### src/sv/hsv_pkg.sv
// shared types and constants for the rgb to hsv pixel converter
`default_nettype none
package hsv_pkg;

  localparam int unsigned CHAN_W     = 8;
  localparam int unsigned QUOT_W     = 8;
  localparam int unsigned CELL_COUNT = QUOT_W;

  localparam int unsigned SECTOR_DEG = 60;
  localparam int unsigned GREEN_BASE = 120;
  localparam int unsigned BLUE_BASE  = 240;
  localparam int unsigned FULL_TURN  = 360;
  localparam int unsigned SAT_SCALE  = 255;

  localparam int unsigned SAT_REM_W  = 2 * CHAN_W;
  localparam int unsigned SAT_DSOR_W = CHAN_W + QUOT_W - 1;
  localparam int unsigned HUE_REM_W  = 2 * CHAN_W + 1;
  localparam int unsigned HUE_DSOR_W = CHAN_W + QUOT_W;

  typedef struct packed {
    logic [SAT_REM_W-1:0]  sat_rem;
    logic [SAT_DSOR_W-1:0] sat_dsor;
    logic [QUOT_W-1:0]     sat_q;
    logic [HUE_REM_W-1:0]  hue_rem;
    logic [HUE_DSOR_W-1:0] hue_dsor;
    logic [QUOT_W-1:0]     hue_q;
    logic [CHAN_W-1:0]     value;
  } hsv_beat_t;

endpackage
`default_nettype wire

### src/sv/hsv_front.sv
// front stage: channel max and min, hue numerator and divisors
`default_nettype none
module hsv_front (
  input  wire logic                       clk,
  input  wire logic                       rst_n,
  input  wire logic                       up_valid,
  output logic                            up_ready,
  input  wire logic [hsv_pkg::CHAN_W-1:0] blue,
  input  wire logic [hsv_pkg::CHAN_W-1:0] green,
  input  wire logic [hsv_pkg::CHAN_W-1:0] red,
  output logic                            dn_valid,
  input  wire logic                       dn_ready,
  output hsv_pkg::hsv_beat_t              dn_data
);
  import hsv_pkg::*;

  localparam int unsigned NUM_W = HUE_REM_W + 2;

  logic                     valid_r;
  logic                     valid_nxt;
  hsv_beat_t                data_r;
  hsv_beat_t                data_nxt;
  logic [CHAN_W-1:0]        vmax;
  logic [CHAN_W-1:0]        vmin;
  logic [CHAN_W-1:0]        span;
  logic signed [NUM_W-1:0]  sd;
  logic signed [NUM_W-1:0]  sb;
  logic signed [NUM_W-1:0]  sg;
  logic signed [NUM_W-1:0]  sr;
  logic signed [NUM_W-1:0]  num;
  logic signed [NUM_W-1:0]  num_wrap;
  logic [CHAN_W-1:0]        sat_d;
  logic [CHAN_W:0]          hue_d;

  assign up_ready = !valid_r || dn_ready;

  always_comb begin
    vmax = (red > green) ? red : green;
    vmax = (vmax > blue) ? vmax : blue;
    vmin = (red < green) ? red : green;
    vmin = (vmin < blue) ? vmin : blue;
    span = vmax - vmin;
    sd = signed'(NUM_W'(span));
    sb = signed'(NUM_W'(blue));
    sg = signed'(NUM_W'(green));
    sr = signed'(NUM_W'(red));
    if (vmax == red) begin
      num = NUM_W'(SECTOR_DEG) * (sg - sb);
    end else if (vmax == green) begin
      num = NUM_W'(GREEN_BASE) * sd + NUM_W'(SECTOR_DEG) * (sb - sr);
    end else begin
      num = NUM_W'(BLUE_BASE) * sd + NUM_W'(SECTOR_DEG) * (sr - sg);
    end
    num_wrap = (num < 0) ? (num + NUM_W'(FULL_TURN) * sd) : num;
    // zero dividend with a nonzero divisor gives a zero quotient
    sat_d = (vmax == '0) ? CHAN_W'(1) : vmax;
    hue_d = (span == '0) ? (CHAN_W+1)'(1) : {span, 1'b0};

    data_nxt          = data_r;
    data_nxt.sat_rem  = SAT_REM_W'(SAT_SCALE) * SAT_REM_W'(span);
    data_nxt.sat_dsor = {sat_d, (QUOT_W-1)'(0)};
    data_nxt.sat_q    = '0;
    data_nxt.hue_rem  = HUE_REM_W'(num_wrap);
    data_nxt.hue_dsor = {hue_d, (QUOT_W-1)'(0)};
    data_nxt.hue_q    = '0;
    data_nxt.value    = vmax;
    valid_nxt = up_ready ? up_valid : valid_r;
  end

  always_ff @(posedge clk) begin
    if (!rst_n) begin
      valid_r <= 1'b0;
    end else begin
      valid_r <= valid_nxt;
    end
    if (up_ready && up_valid) begin
      data_r <= data_nxt;
    end
  end

  assign dn_valid = valid_r;
  assign dn_data  = data_r;

endmodule
`default_nettype wire

### src/sv/hsv_div_cell.sv
// one cell of the divider chain: one quotient bit of saturation and hue
`default_nettype none
module hsv_div_cell (
  input  wire logic               clk,
  input  wire logic               rst_n,
  input  wire logic               up_valid,
  output logic                    up_ready,
  input  wire hsv_pkg::hsv_beat_t up_data,
  output logic                    dn_valid,
  input  wire logic               dn_ready,
  output hsv_pkg::hsv_beat_t      dn_data
);
  import hsv_pkg::*;

  logic      valid_r;
  logic      valid_nxt;
  hsv_beat_t data_r;
  hsv_beat_t data_nxt;
  logic      sat_take;
  logic      hue_take;

  assign up_ready = !valid_r || dn_ready;

  always_comb begin
    sat_take = up_data.sat_rem >= SAT_REM_W'(up_data.sat_dsor);
    hue_take = up_data.hue_rem >= HUE_REM_W'(up_data.hue_dsor);
    data_nxt          = up_data;
    data_nxt.sat_rem  = sat_take ? (up_data.sat_rem - SAT_REM_W'(up_data.sat_dsor))
                                 : up_data.sat_rem;
    data_nxt.hue_rem  = hue_take ? (up_data.hue_rem - HUE_REM_W'(up_data.hue_dsor))
                                 : up_data.hue_rem;
    data_nxt.sat_dsor = up_data.sat_dsor >> 1;
    data_nxt.hue_dsor = up_data.hue_dsor >> 1;
    data_nxt.sat_q    = {up_data.sat_q[QUOT_W-2:0], sat_take};
    data_nxt.hue_q    = {up_data.hue_q[QUOT_W-2:0], hue_take};
    valid_nxt = up_ready ? up_valid : valid_r;
  end

  always_ff @(posedge clk) begin
    if (!rst_n) begin
      valid_r <= 1'b0;
    end else begin
      valid_r <= valid_nxt;
    end
    if (up_ready && up_valid) begin
      data_r <= data_nxt;
    end
  end

  assign dn_valid = valid_r;
  assign dn_data  = data_r;

endmodule
`default_nettype wire

### src/sv/rgb_to_hsv_pixel_converter_unit.sv
// top level of the rgb to hsv pixel converter
// Accepts one pixel per clock unless a full pipeline is held by out_tready, and returns
// hue (half degrees, 0 to 179), saturation and value. One front stage finds max, min
// and the hue numerator, then a chain of eight divider cells each settles one quotient
// bit of both saturation and hue. Every stage holds its own beat, so bubbles close up
// and input is taken while a finished result waits at the output, as long as a stage is empty.
`default_nettype none
module rgb_to_hsv_pixel_converter_unit (
  input  wire logic        clk,
  input  wire logic        rst_n,
  input  wire logic        in_tvalid,
  output logic             in_tready,
  input  wire logic [23:0] in_tdata,   // blue [7:0], green [15:8], red [23:16]
  output logic             out_tvalid,
  input  wire logic        out_tready,
  output logic [23:0]      out_tdata   // hue [7:0], saturation [15:8], brightness [23:16]
);
  import hsv_pkg::*;

  logic      stg_valid [CELL_COUNT+1];
  logic      stg_ready [CELL_COUNT+1];
  hsv_beat_t stg_data  [CELL_COUNT+1];

  hsv_front u_front (
    .clk      (clk),
    .rst_n    (rst_n),
    .up_valid (in_tvalid),
    .up_ready (in_tready),
    .blue     (in_tdata[7:0]),
    .green    (in_tdata[15:8]),
    .red      (in_tdata[23:16]),
    .dn_valid (stg_valid[0]),
    .dn_ready (stg_ready[0]),
    .dn_data  (stg_data[0])
  );

  for (genvar i = 0; i < CELL_COUNT; i++) begin : g_cell
    hsv_div_cell u_cell (
      .clk      (clk),
      .rst_n    (rst_n),
      .up_valid (stg_valid[i]),
      .up_ready (stg_ready[i]),
      .up_data  (stg_data[i]),
      .dn_valid (stg_valid[i+1]),
      .dn_ready (stg_ready[i+1]),
      .dn_data  (stg_data[i+1])
    );
  end

  assign stg_ready[CELL_COUNT] = out_tready;
  assign out_tvalid = stg_valid[CELL_COUNT];
  assign out_tdata  = {stg_data[CELL_COUNT].value,
                       stg_data[CELL_COUNT].sat_q,
                       stg_data[CELL_COUNT].hue_q};

  a_hue_range: assert property (@(posedge clk) disable iff (!rst_n)
    out_tvalid |-> (out_tdata[7:0] < 8'd180))
    else $error("hue out of range");

  a_black_sat: assert property (@(posedge clk) disable iff (!rst_n)
    (out_tvalid && out_tdata[23:16] == 8'd0) |-> (out_tdata[15:8] == 8'd0))
    else $error("black pixel with nonzero saturation");

  a_grey_hue: assert property (@(posedge clk) disable iff (!rst_n)
    (out_tvalid && out_tdata[15:8] == 8'd0) |-> (out_tdata[7:0] == 8'd0))
    else $error("grey pixel with nonzero hue");

endmodule
`default_nettype wire
### config.mk
export PLATFORM = sky130hd
export DESIGN_NAME = rgb_to_hsv_pixel_converter_unit
export DESIGN_NICKNAME = d
export VERILOG_FILES = /design/src/sv/hsv_pkg.sv /design/src/sv/hsv_front.sv /design/src/sv/hsv_div_cell.sv /design/src/sv/rgb_to_hsv_pixel_converter_unit.sv
export SDC_FILE = /design/constraint.sdc
export NUM_CORES = 1
export LEC_CHECK = 0
export BUFFER_PORTS_ARGS = -buffer_cell sky130_fd_sc_hd__buf_4
export CAP_MARGIN = 20
export CORE_MARGIN = 2
export CORE_UTILIZATION = 40
export CTS_BUF_LIST = sky130_fd_sc_hd__clkbuf_8
export CTS_CLUSTER_SIZE = 14
export DETAILED_ROUTE_END_ITERATION = 6
export PLACE_DENSITY = 0.57
export SYNTH_ARGS = -nofsm -noshare
export SYNTH_HDL_FRONTEND = slang
export SYNTH_SLANG_ARGS = --single-unit
### constraint.sdc
create_clock -name clk -period 19.75 [get_ports clk]
set_input_delay 2.9625 -clock clk [delete_from_list [all_inputs] [get_ports clk]]
set_output_delay 2.9625 -clock clk [all_outputs]
set_load 0.02 [all_outputs]
Yosys cells after proc, flatten, opt, wreduce, memory -nomap -nowiden

Cells that the tools add are included.
W data, S select, Z words.

Reduce and logical (&&, ||, !) cells: 29
Eq/ne operators: 2
Muxes and demuxes: 22
Add/sub/neg operators: 21
Multipliers: 7
Order comparisons: 21

Operator list:

| cell                    | number |
|---|---|
| $mux W17                | 8 |
| $mux W16                | 7 |
| $mul A4 B19 Y17 const A | 3 |
| $mux W19                | 2 |
| $mux W8                 | 4 |
| $sub A8 B8 Y9           | 3 |
| $mul A4 B8 Y12 const A  | 2 |
| $add A15 B19 Y19        | 1 |
| $add A16 B19 Y19        | 1 |
| $lt A19 B1 Y1 const B   | 1 |
| $add A17 B17 Y17        | 1 |
| $ge A17 B10 Y1          | 1 |
| $ge A17 B11 Y1          | 1 |
| $ge A17 B12 Y1          | 1 |
| $ge A17 B13 Y1          | 1 |
| $ge A17 B14 Y1          | 1 |
| $ge A17 B15 Y1          | 1 |
| $ge A17 B16 Y1          | 1 |
| $ge A17 B9 Y1           | 1 |
| $sub A17 B10 Y17        | 1 |
| $sub A17 B11 Y17        | 1 |
| $sub A17 B12 Y17        | 1 |
| $sub A17 B13 Y17        | 1 |
| $sub A17 B14 Y17        | 1 |
| other kinds (28)        | 56 |

Output and inout port bits: 26
Bits of input ports: 28
Logic and storage cells: 169
Bits in registers: 553

Logic depth before layout (Yosys ltp)

Gate-level depths: netlist (run 1).

Depth in word-level cells: 11
Mapped depth: 50
Mapped depth without buffers: 48

Modules after synthesis

A second synthesis (run 1) with hierarchy kept.

Cells, all modules: 4542
Area, all modules: 50405.8 µm²

Modules (own cells, without submodules):

| module                              | area an instance (µm²) | instances | seq. area each (µm²) | cells an instance |
|---|---|---|---|---|
| hsv_div_cell (g_cell[4].u_cell ...) | 4883.4                 | 4         | 2602.5               | 402 |
| hsv_div_cell (g_cell[1].u_cell ...) | 4657.0                 | 3         | 2602.5               | 395 |
| hsv_front                           | 12027.8                | 1         | 1701.6               | 1338 |
| hsv_div_cell (g_cell[0].u_cell)     | 4873.4                 | 1         | 2602.5               | 411 |

Worst setup path before layout (run 1)

OpenSTA, ideal clock, no wires.

Path type: input to register
Start: input port in_tdata[13]
End: register u_front.data_r (netlist bit u_front.dn_data[47]), data pin
Setup time: 148 ps
Data arrival time: 11927 ps
Path buffers: 1
Path slack: 7675 ps
Stages: 44
Required time: 19602 ps
Cell sequence: inv_1 > ha_1 > and3_1 > a221o_1 > nor2_1 > clkbuf_1 > nand2_1 > o21ai_0 > ha_1 > a21o_1 > a21o_1 > a21o_1 > or3_1 > o21ai_4 > o21ai_0 > ha_1 > fa_1 > xor2_1 > [... 8 more ...] > a21oi_1 > nor2b_1 > nor2_1 > xnor2_1 > ha_1 > nor2b_1 > a41o_1 > o31ai_1 > xnor2_1 > mux2i_1 > mux2i_1 > ha_1 > or3_1 > o21ai_0 > inv_1 > and3_1 > a211o_1 > mux2i_1

RTL lines:

| item                   | RTL line                              | RTL |
|---|---|---|
| start: declaration     | rgb_to_hsv_pixel_converter_unit.sv:13 | `input wire logic [23:0] in_tdata,` |
| end signal: assignment | hsv_front.sv:77                       | `data_r <= data_nxt;` |
| end: declaration       | hsv_front.sv:21                       | `hsv_beat_t data_r;` |

==> results_dict.tcl, run 1 <==
set metrics [dict create \
    status "completed" \
    drive_gt1_share_pct 7.957 \
    cp_num_buf_inv 7 \
    wirelength_um 68880 \
    path_max_fanout 19 \
    drv_cap 0 \
    critical_path_depth 44 \
    io_pins 54 \
    area_growth_pct 10.62 \
    clk_path_buf_depth 3 \
    rrSetupSlack_ns 15.96 \
    yosys.area.top_type_share_pct 46.80 \
    arrival_ns 13.69 \
    fin_nets 3590 \
    synth_top_area_cell "edfxtp_1" \
    reg2reg_depth 14 \
    critPathTopFamily "adder cells" \
    avgSynthCellArea_um2 11.34 \
    ys_top_cells_by_area "edfxtp_1, ha_1, fa_1, inv_1, xnor2_1" \
    place.gp.congestion 0.8682 \
    ant_nets 0 \
    vias 21501 \
    core_area_mm2 0.08382 \
    design.die.area_mm2 0.08720 \
    track_usage_pct 16.32 \
    hold_path_depth 0 \
    crit_slowest_cell "nor2_1" \
    syn_inst 2993 \
    cts_buffers 84 \
    yosysUniqueCellTypes 77 \
    ctsRootBufferMaster "clkbuf_8" \
    rsz0062_at_grt "no" \
    min_path_type "flip-flop to flip-flop" \
    ys_seq_elements 538 \
    nFillCells 7792 \
    synth_common_cells "edfxtp_1, inv_1, ha_1, a21oi_1, nor2_1" \
    setup-tns-final_ns 0 \
    cts_setup_buffers 0 \
    syn-num-nets 3460 \
    die_w_um 295.3 \
    first_global_vias 22636 \
    hold_viol 0 \
    fin_crit_sh_pct 66.86 \
    ys_warn_count 0 \
    start_util_pct 40.49 \
    cts-resized-gates 0 \
    wl_per_cell_um 15.92 \
    cts-hold-fix-buffers 0 \
    tightest_slew_ns 1.015 \
    rows 106 \
    setup_viol 0 \
    cts_max_level 3 \
    slew_headroom_pct 32.36 \
    clkLatencyLatePin_ns 0.66 \
    synth_edf_count 529 \
    viasPerCell 4.969 \
    synth.most_common_cell "edfxtp_1" \
    numClockSinks 538 \
    ys.flop_type "edfxtp_1" \
    drtIter0Drc 847 \
    max_freq_ghz 0.07573 \
    cpMostUsedCell "inv_1" \
    cp.required_ns 20.23 \
    synthArstFlopShare_pct 0 \
    dp_hpwl_um 55840 \
    die_y_um 295.3 \
    min_period_ns 13.20 \
    globalRouteOverflowTotal 0 \
    drcViolationCount 0 \
    criticalPathCategory "input pin to flip-flop" \
    syn_area_mm2 0.03394 \
    portBuffers 53 \
    cts_tree "yes" \
    antenna_found_initial 2 \
    cts.clk_slew.worst_paths_ns 0.06 \
    slowest_delay_ns 0.77 \
    cp-start-kind "input pin" \
    grt_pass1_wl_um 114400 \
    skew_ns 0.03468 \
    ys_seq_area_share_pct 47.33 \
    endpoint_kind "flip-flop" \
    slew_violations 0 \
    drtPass1Iterations 5 \
    grt_max_degree 72 \
]
-- final timing paths --
| check | startpoint | endpoint |
|---|---|---|
| setup reg to reg | g_cell[4].u_cell.dn_data[59]$_DFFE_PP_ | g_cell[5].u_cell.dn_data[85]$_DFFE_PP_ |
| setup / recovery | in_tdata[13] | u_front.dn_data[47]$_DFFE_PP_ |
| hold reg to reg | g_cell[2].u_cell.dn_data[50]$_DFFE_PP_ | g_cell[3].u_cell.dn_data[51]$_DFFE_PP_ |
| hold / removal | g_cell[2].u_cell.dn_data[50]$_DFFE_PP_ | g_cell[3].u_cell.dn_data[51]$_DFFE_PP_ |
-- cell families after synthesis --
| family | count (synthesis) | share of synthesized area [%] |
|---|---|---|
| xor gates and xnor gates | 232 | 6.086 |
| muxes | 80 | 2.525 |
| DFF | 538 | 47.33 |
| buffers and inverters | 489 | 5.438 |
| adders and majority gates | 439 | 18.64 |
| AOI/OAI and AO/OA | 604 | 11.04 |
| and+or+nand+nor | 611 | 8.940 |
-- cell type report --
type	count	area [um2]	area share [%]
diodes	1	2.502	0.006665
flip-flops and latches	538	16070	42.79
clock inverters	71	479.2	1.276
repair buffers	76	570.5	1.520
well taps	1134	1419	3.779
clock buffers	84	1156	3.079
inverters	457	1715	4.569
multi-input cells	1966	16140	42.98
-- cell usage in the layout, fill, tap and decap left out, drive strengths merged, types with 32 or more instances in the layout --
master,n
buf,76
fa,111
edfxtp,529
nand2b,40
mux2i,38
o21ai,169
nand2,138
xor2,74
a21boi,48
inv,487
a21oi,182
clkbuf,84
clkinv,32
ha,328
nor2b,64
a21o,70
mux2,42
xnor2,158
nor3,38
nor2,179
-- metal layers --
| layer | share of wire (%) | wire length [um] | global-route usage, % |
|---|---|---|---|
| met1 | 41 | 28350 | 18.64 |
| met2 | 53 | 36800 | 31.26 |
| met3 | 2.9 | 2029 | 1.932 |
| met4 | 2.5 | 1695 | 5.448 |
| met5 | 0 | 0 | 0 |
-- sequential cells by signal, summed over array words and instances (netlist names) --
| register | cells |
|---|---|
| g_cell.u_cell.dn_data | 473 |
| u_front.dn_data | 56 |
| g_cell.u_cell.dn_valid | 8 |
| u_front.dn_valid | 1 |
-- metrics by stage --
step	hold WS, ns	util [%]	std cells	instance area [um2]	setup WS (ns)
after floorplan	0.4003	-	2993	33940	7.675
after global placement	0.4074	42.84	4171	35910	6.201
after detailed placement	0.4045	42.84	4171	35910	5.946
after CTS	0.4139	44.79	4326	37540	6.630
after global routing	0.4155	44.79	4327	37550	5.672
final	0.4118	44.79	4327	37550	6.545
Power of run 1 is left out: the tool's default activity adds up to more than one toggle a clock period on the data nets, which glitch-free logic cannot reach.
==> run 2, diff against run 1 <==
--- a/config.mk
+++ b/config.mk
@@ -5,6 +5,7 @@
 export SDC_FILE = /design/constraint.sdc
 export NUM_CORES = 1
 export LEC_CHECK = 0
+export ABC_AREA = 1
 export BUFFER_PORTS_ARGS = -buffer_cell sky130_fd_sc_hd__buf_4
 export CAP_MARGIN = 20
 export CORE_MARGIN = 2
==> constraint.sdc (replaced) <==
create_clock -name clk -period 13.15 [get_ports clk]
set_input_delay 1.9725 -clock clk [delete_from_list [all_inputs] [get_ports clk]]
set_output_delay 1.9725 -clock clk [all_outputs]
set_load 0.02 [all_outputs]
==> results_dict.tcl, run 2 <==
set metrics [dict create \
    status "completed" \
    fin_nets 3905 \
    cts_buffers 87 \
    skew_ns 0.03819 \
    tightest_slew_ns 0.8801 \
    syn_area_mm2 0.03387 \
    cpMostUsedCell "nand2_1" \
    grt_pass1_wl_um 109500 \
    critPathTopFamily "adder cells" \
    io_pins 54 \
    numClockSinks 538 \
    clk_path_buf_depth 3 \
    critical_path_depth 50 \
    slew_violations 0 \
    slew_headroom_pct 41.11 \
    endpoint_kind "flip-flop" \
    r2r_end "g_cell[5].u_cell.dn_data[87]$_DFFE_PP_" \
    yosysUniqueCellTypes 58 \
    wl_met3_um 1960 \
    fin_crit_sh_pct 84.67 \
    globalRouteOverflowTotal 0 \
    cts_tree "yes" \
    cts.clk_slew.worst_paths_ns 0.06 \
    nFillCells 8002 \
    min_to "g_cell[4].u_cell.dn_data[11]$_DFFE_PP_" \
    drtIter0Drc 1047 \
    synth_top_area_cell "edfxtp_1" \
    ys.flop_type "edfxtp_1" \
    avgSynthCellArea_um2 10.23 \
    rrSetupSlack_ns 9.64 \
    viasPerCell 4.730 \
    grt_max_degree 67 \
    hold_path_depth 0 \
    reg2reg_depth 12 \
    synth_edf_count 529 \
    syn-num-nets 3777 \
    ys_seq_elements 538 \
    clkLatencyLatePin_ns 0.67 \
    min_period_ns 11.13 \
    r2r-start "g_cell[4].u_cell.dn_data[59]$_DFFE_PP_" \
    crit_slowest_cell "fa_1" \
    topRoutingLayerUsed "met4" \
    setup_viol 0 \
    ys_top_cells_by_area "edfxtp_1, ha_1, fa_1, inv_1, nand2_1" \
    wl_met2_um 33360 \
    die_y_um 295.0 \
    max_freq_ghz 0.08981 \
    path_max_fanout 21 \
    design.die.area_mm2 0.08702 \
    dp_hpwl_um 52270 \
    track_usage_pct 15.51 \
    portBuffers 53 \
    min_path_type "flip-flop to flip-flop" \
    ys_seq_area_share_pct 47.43 \
    first_global_vias 22481 \
    rsz0062_at_grt "no" \
    wirelength_um 65060 \
    cp-start-kind "input pin" \
    cts-hold-fix-buffers 0 \
    wl_per_cell_um 14.00 \
    rows 106 \
    place.gp.congestion 0.8954 \
    area_growth_pct 10.58 \
    cp_num_buf_inv 7 \
    drcViolationCount 0 \
    final_cell_mix "inv_1, edfxtp_1, nand2_1" \
    wl_met1_um 27860 \
    start_util_pct 40.47 \
    vias 21977 \
    ctsRootBufferMaster "clkbuf_8" \
    final_common_cell "inv_1" \
    hold_viol 0 \
    cts_setup_buffers 0 \
    ys_warn_count 0 \
    synthArstFlopShare_pct 0 \
    drv_cap 0 \
    yosys.area.top_type_share_pct 46.90 \
    criticalPathCategory "input pin to flip-flop" \
    antenna_found_initial 1 \
    die_w_um 295.0 \
    ant_nets 0 \
    worstHoldStart "g_cell[3].u_cell.dn_data[10]$_DFFE_PP_" \
    slowest_delay_ns 0.71 \
    largest_reg_flops 473 \
    cts_max_level 3 \
    setup-tns-final_ns 0 \
    synth_common_cells "inv_1, edfxtp_1, nand2_1, ha_1, a21oi_1" \
    cp.required_ns 13.55 \
    drtPass1Iterations 5 \
    syn_inst 3310 \
    core_area_mm2 0.08369 \
    synth.most_common_cell "inv_1" \
    arrival_ns 11.54 \
    drive_gt1_share_pct 7.035 \
    cts-resized-gates 0 \
]
[run 2: changes by cell type in the layout (fill, tap and decap cells not counted), moves of 59 or more]
cell	change
nand3_1	+77
a21oi_1	+65
inv_1	+115
nor2b_1	-59
nand2_1	+343
[run 2: final cells by class]
type	count	area (um2)	area share (%)
clock buffers	94	1294	3.454
flip-flops and latches	538	16070	42.89
diodes	1	2.502	0.006681
repair buffers	68	510.5	1.363
inverters	589	2211	5.903
multi-input cells	2154	15490	41.35
clock inverters	68	465.4	1.243
well taps	1134	1419	3.788
[run 2: worst max-delay path by stage]
stage / startpoint / slack (ns) / endpoint
floorplan: in_tdata[10] / 2.43 / u_front.dn_data[47]$_DFFE_PP_
global placement: in_tdata[10] / 1.65 / u_front.dn_data[47]$_DFFE_PP_
detailed placement: in_tdata[10] / 1.41 / u_front.dn_data[47]$_DFFE_PP_
CTS: in_tdata[10] / 2.14 / u_front.dn_data[47]$_DFFE_PP_
global route: in_tdata[10] / 1.13 / u_front.dn_data[47]$_DFFE_PP_
finish: in_tdata[10] / 2.02 / u_front.dn_data[47]$_DFFE_PP_
[run 2: cell families after synthesis]
family / synth area share, %
compound gates: 9.102
xor+xnor: 5.970
buf+inv: 6.941
flops: 47.43
simple gates: 11.88
fa+ha+maj: 18.68
[run 2: metrics by stage]
step / utilization (%) / setup WS [ns] / hold WS (ns) / cells / cell area, um2
after CTS: 44.75 / 2.145 / 0.3843 / 4645 / 37450
after global routing: 44.75 / 1.134 / 0.4123 / 4646 / 37450
after floorplan: - / 2.433 / 0.4003 / 3310 / 33870
after global placement: 42.65 / 1.646 / 0.4006 / 4483 / 35690
after detailed placement: 42.65 / 1.412 / 0.4045 / 4483 / 35690
final: 44.75 / 2.016 / 0.3892 / 4646 / 37450
[run 2: metal layers]
metal,up-vias,track usage (%)
li1,11444,-
met1,10091,18.01
met2,324,29.06
met3,118,1.940
met4,0,5.712
met5,-,0
Power of run 2 is left out for the same reason.
==> run 3, diff against run 2 <==
--- a/config.mk
+++ b/config.mk
@@ -13,7 +13,7 @@
 export CTS_BUF_LIST = sky130_fd_sc_hd__clkbuf_8
 export CTS_CLUSTER_SIZE = 14
 export DETAILED_ROUTE_END_ITERATION = 6
-export PLACE_DENSITY = 0.57
+export PLACE_DENSITY = 0.59
 export SYNTH_ARGS = -nofsm -noshare
 export SYNTH_HDL_FRONTEND = slang
 export SYNTH_SLANG_ARGS = --single-unit
==> constraint.sdc (replaced) <==
create_clock -name clk -period 10.1 [get_ports clk]
set_input_delay 1.515 -clock clk [delete_from_list [all_inputs] [get_ports clk]]
set_output_delay 1.515 -clock clk [all_outputs]
set_load 0.02 [all_outputs]
==> results_dict.tcl, run 3 (same netlist as run 2, synthesis figures left out) <==
set metrics [dict create \
    cp.required_ns 10.50 \
    numClockSinks 538 \
    criticalPathCategory "input pin to flip-flop" \
    min_path_type "flip-flop to flip-flop" \
    place.gp.congestion 0.9140 \
    slowest_delay_ns 0.51 \
    portBuffers 53 \
    antenna_cells 0 \
    first_global_vias 22745 \
    fin_area_mm2 0.03851 \
    vias 22534 \
    drcViolationCount 0 \
    fin_nets 4041 \
    start_util_pct 40.47 \
    final_common_cell "inv_1" \
    core_area_mm2 0.08369 \
    endpoint_kind "flip-flop" \
    globalRouteOverflowTotal 0 \
    rows 106 \
    cp-start-kind "input pin" \
    crit_slowest_cell "fa_1" \
    final_cell_mix "inv_1, edfxtp_1, nand2_1" \
    grt_busiest_layer "met2" \
    grtUsageMet2_pct 29.47 \
    io_pins 54 \
    fin_util_pct 46.01 \
    stdcell_count 4782 \
    ant_nets 0 \
    dp_hpwl_um 53240 \
    cts_buffers 93 \
    skew_ns 0.03727 \
    clk_path_buf_depth 3 \
    design.die.area_mm2 0.08702 \
    drtIter0Drc 912 \
    largest_reg_flops 473 \
    hold_viol 0 \
    drive_gt1_share_pct 10.64 \
    post-place-cells 4613 \
    clkLatencyLatePin_ns 0.66 \
    path_max_fanout 6 \
    viasPerCell 4.712 \
    placed_cell_area_mm2 0.03668 \
    cts.clk_slew.worst_paths_ns 0.06 \
    drv_cap 0 \
    antenna_found_initial 0 \
    grt.met3_usage_pct 1.834 \
    cts-hold-fix-buffers 0 \
    ctsRootBufferMaster "clkbuf_8" \
    post-place-ws_ns -0.1305 \
    area_growth_pct 13.69 \
    min_period_ns 9.418 \
    track_usage_pct 15.65 \
    cts_max_level 3 \
    wl_per_cell_um 13.80 \
    status "completed" \
    slew_violations 0 \
    tightest_slew_ns 0.9168 \
    rrSetupSlack_ns 6.63 \
    max_freq_ghz 0.1062 \
    fin_crit_sh_pct 93.25 \
    slew_headroom_pct 38.65 \
    arrival_ns 9.82 \
    setup_viol 0 \
    grt_use_met1_pct 18.55 \
    fin_ws_ns 0.6820 \
    die_y_um 295.0 \
    die_w_um 295.0 \
    grt_pass1_wl_um 110100 \
    grt_max_degree 69 \
    cpMostUsedCell "nand2_1" \
    drtPass1Iterations 5 \
    wirelength_um 65990 \
    cts_tree "yes" \
]
-- run 3: cell count changes in the layout (fill, tap and decap cells not counted), moves of 3 or more --
cell,change
o21ai_0,-8
xnor2_2,+4
xnor2_1,-4
inv_8,-3
inv_1,+14
clkinvlp_4,-3
o21ai_1,+8
buf_4,+130
-- run 3: layout make-up --
class | count | area [um2]
Clock buffer | 95 | 1308
Clock inverter | 74 | 410.4
Fill cell | 7902 | 45180
Inverter | 589 | 2211
Multi-Input combinational cell | 2154 | 15610
Sequential cell | 538 | 16070
Tap cell | 1134 | 1419
Timing Repair Buffer | 198 | 1486
-- run 3: worst paths after layout --
check,startpoint,endpoint,depth (start not counted)
worst max register to register,g_cell[4].u_cell.dn_data[59]$_DFFE_PP_,g_cell[5].u_cell.dn_data[87]$_DFFE_PP_,12
worst min register to register,g_cell[3].u_cell.dn_data[1]$_DFFE_PP_,g_cell[4].u_cell.dn_data[1]$_DFFE_PP_,0
worst min-delay path,g_cell[3].u_cell.dn_data[1]$_DFFE_PP_,g_cell[4].u_cell.dn_data[1]$_DFFE_PP_,0
worst max-delay path,in_tdata[10],u_front.dn_data[48]$_DFFE_PP_,55
-- run 3: repair_timing --
action                     4_1_cts  5_1_grt
setup endpoints to repair        0        4
gates resized for setup          0       26
buffers inserted                 0        0
-- run 3: layer usage --
metal | up-vias | share of wire (%)
li1 | 11730 | -
met1 | 10436 | 43
met2 | 273 | 52
met3 | 95 | 2.9
met4 | 0 | 2.0
met5 | - | 0
-- run 3: metrics by stage --
step	setup TNS [ns]	hold slack (ns)
after floorplan	0	0.4003
after global placement	-0.008397	0.4008
after detailed placement	-0.2539	0.4045
after CTS	0	0.3883
after global routing	-0.03376	0.3921
final	0	0.3912
-- run 3: critical path, delay by kind of cell --
kind,cells,cell delay (ns)
buf+inv,7,0.80
xor+xnor,3,0.55
compound gates,13,2.03
fa+ha+maj,9,3.21
simple gates,23,1.73
Power of run 3 is left out for the same reason.
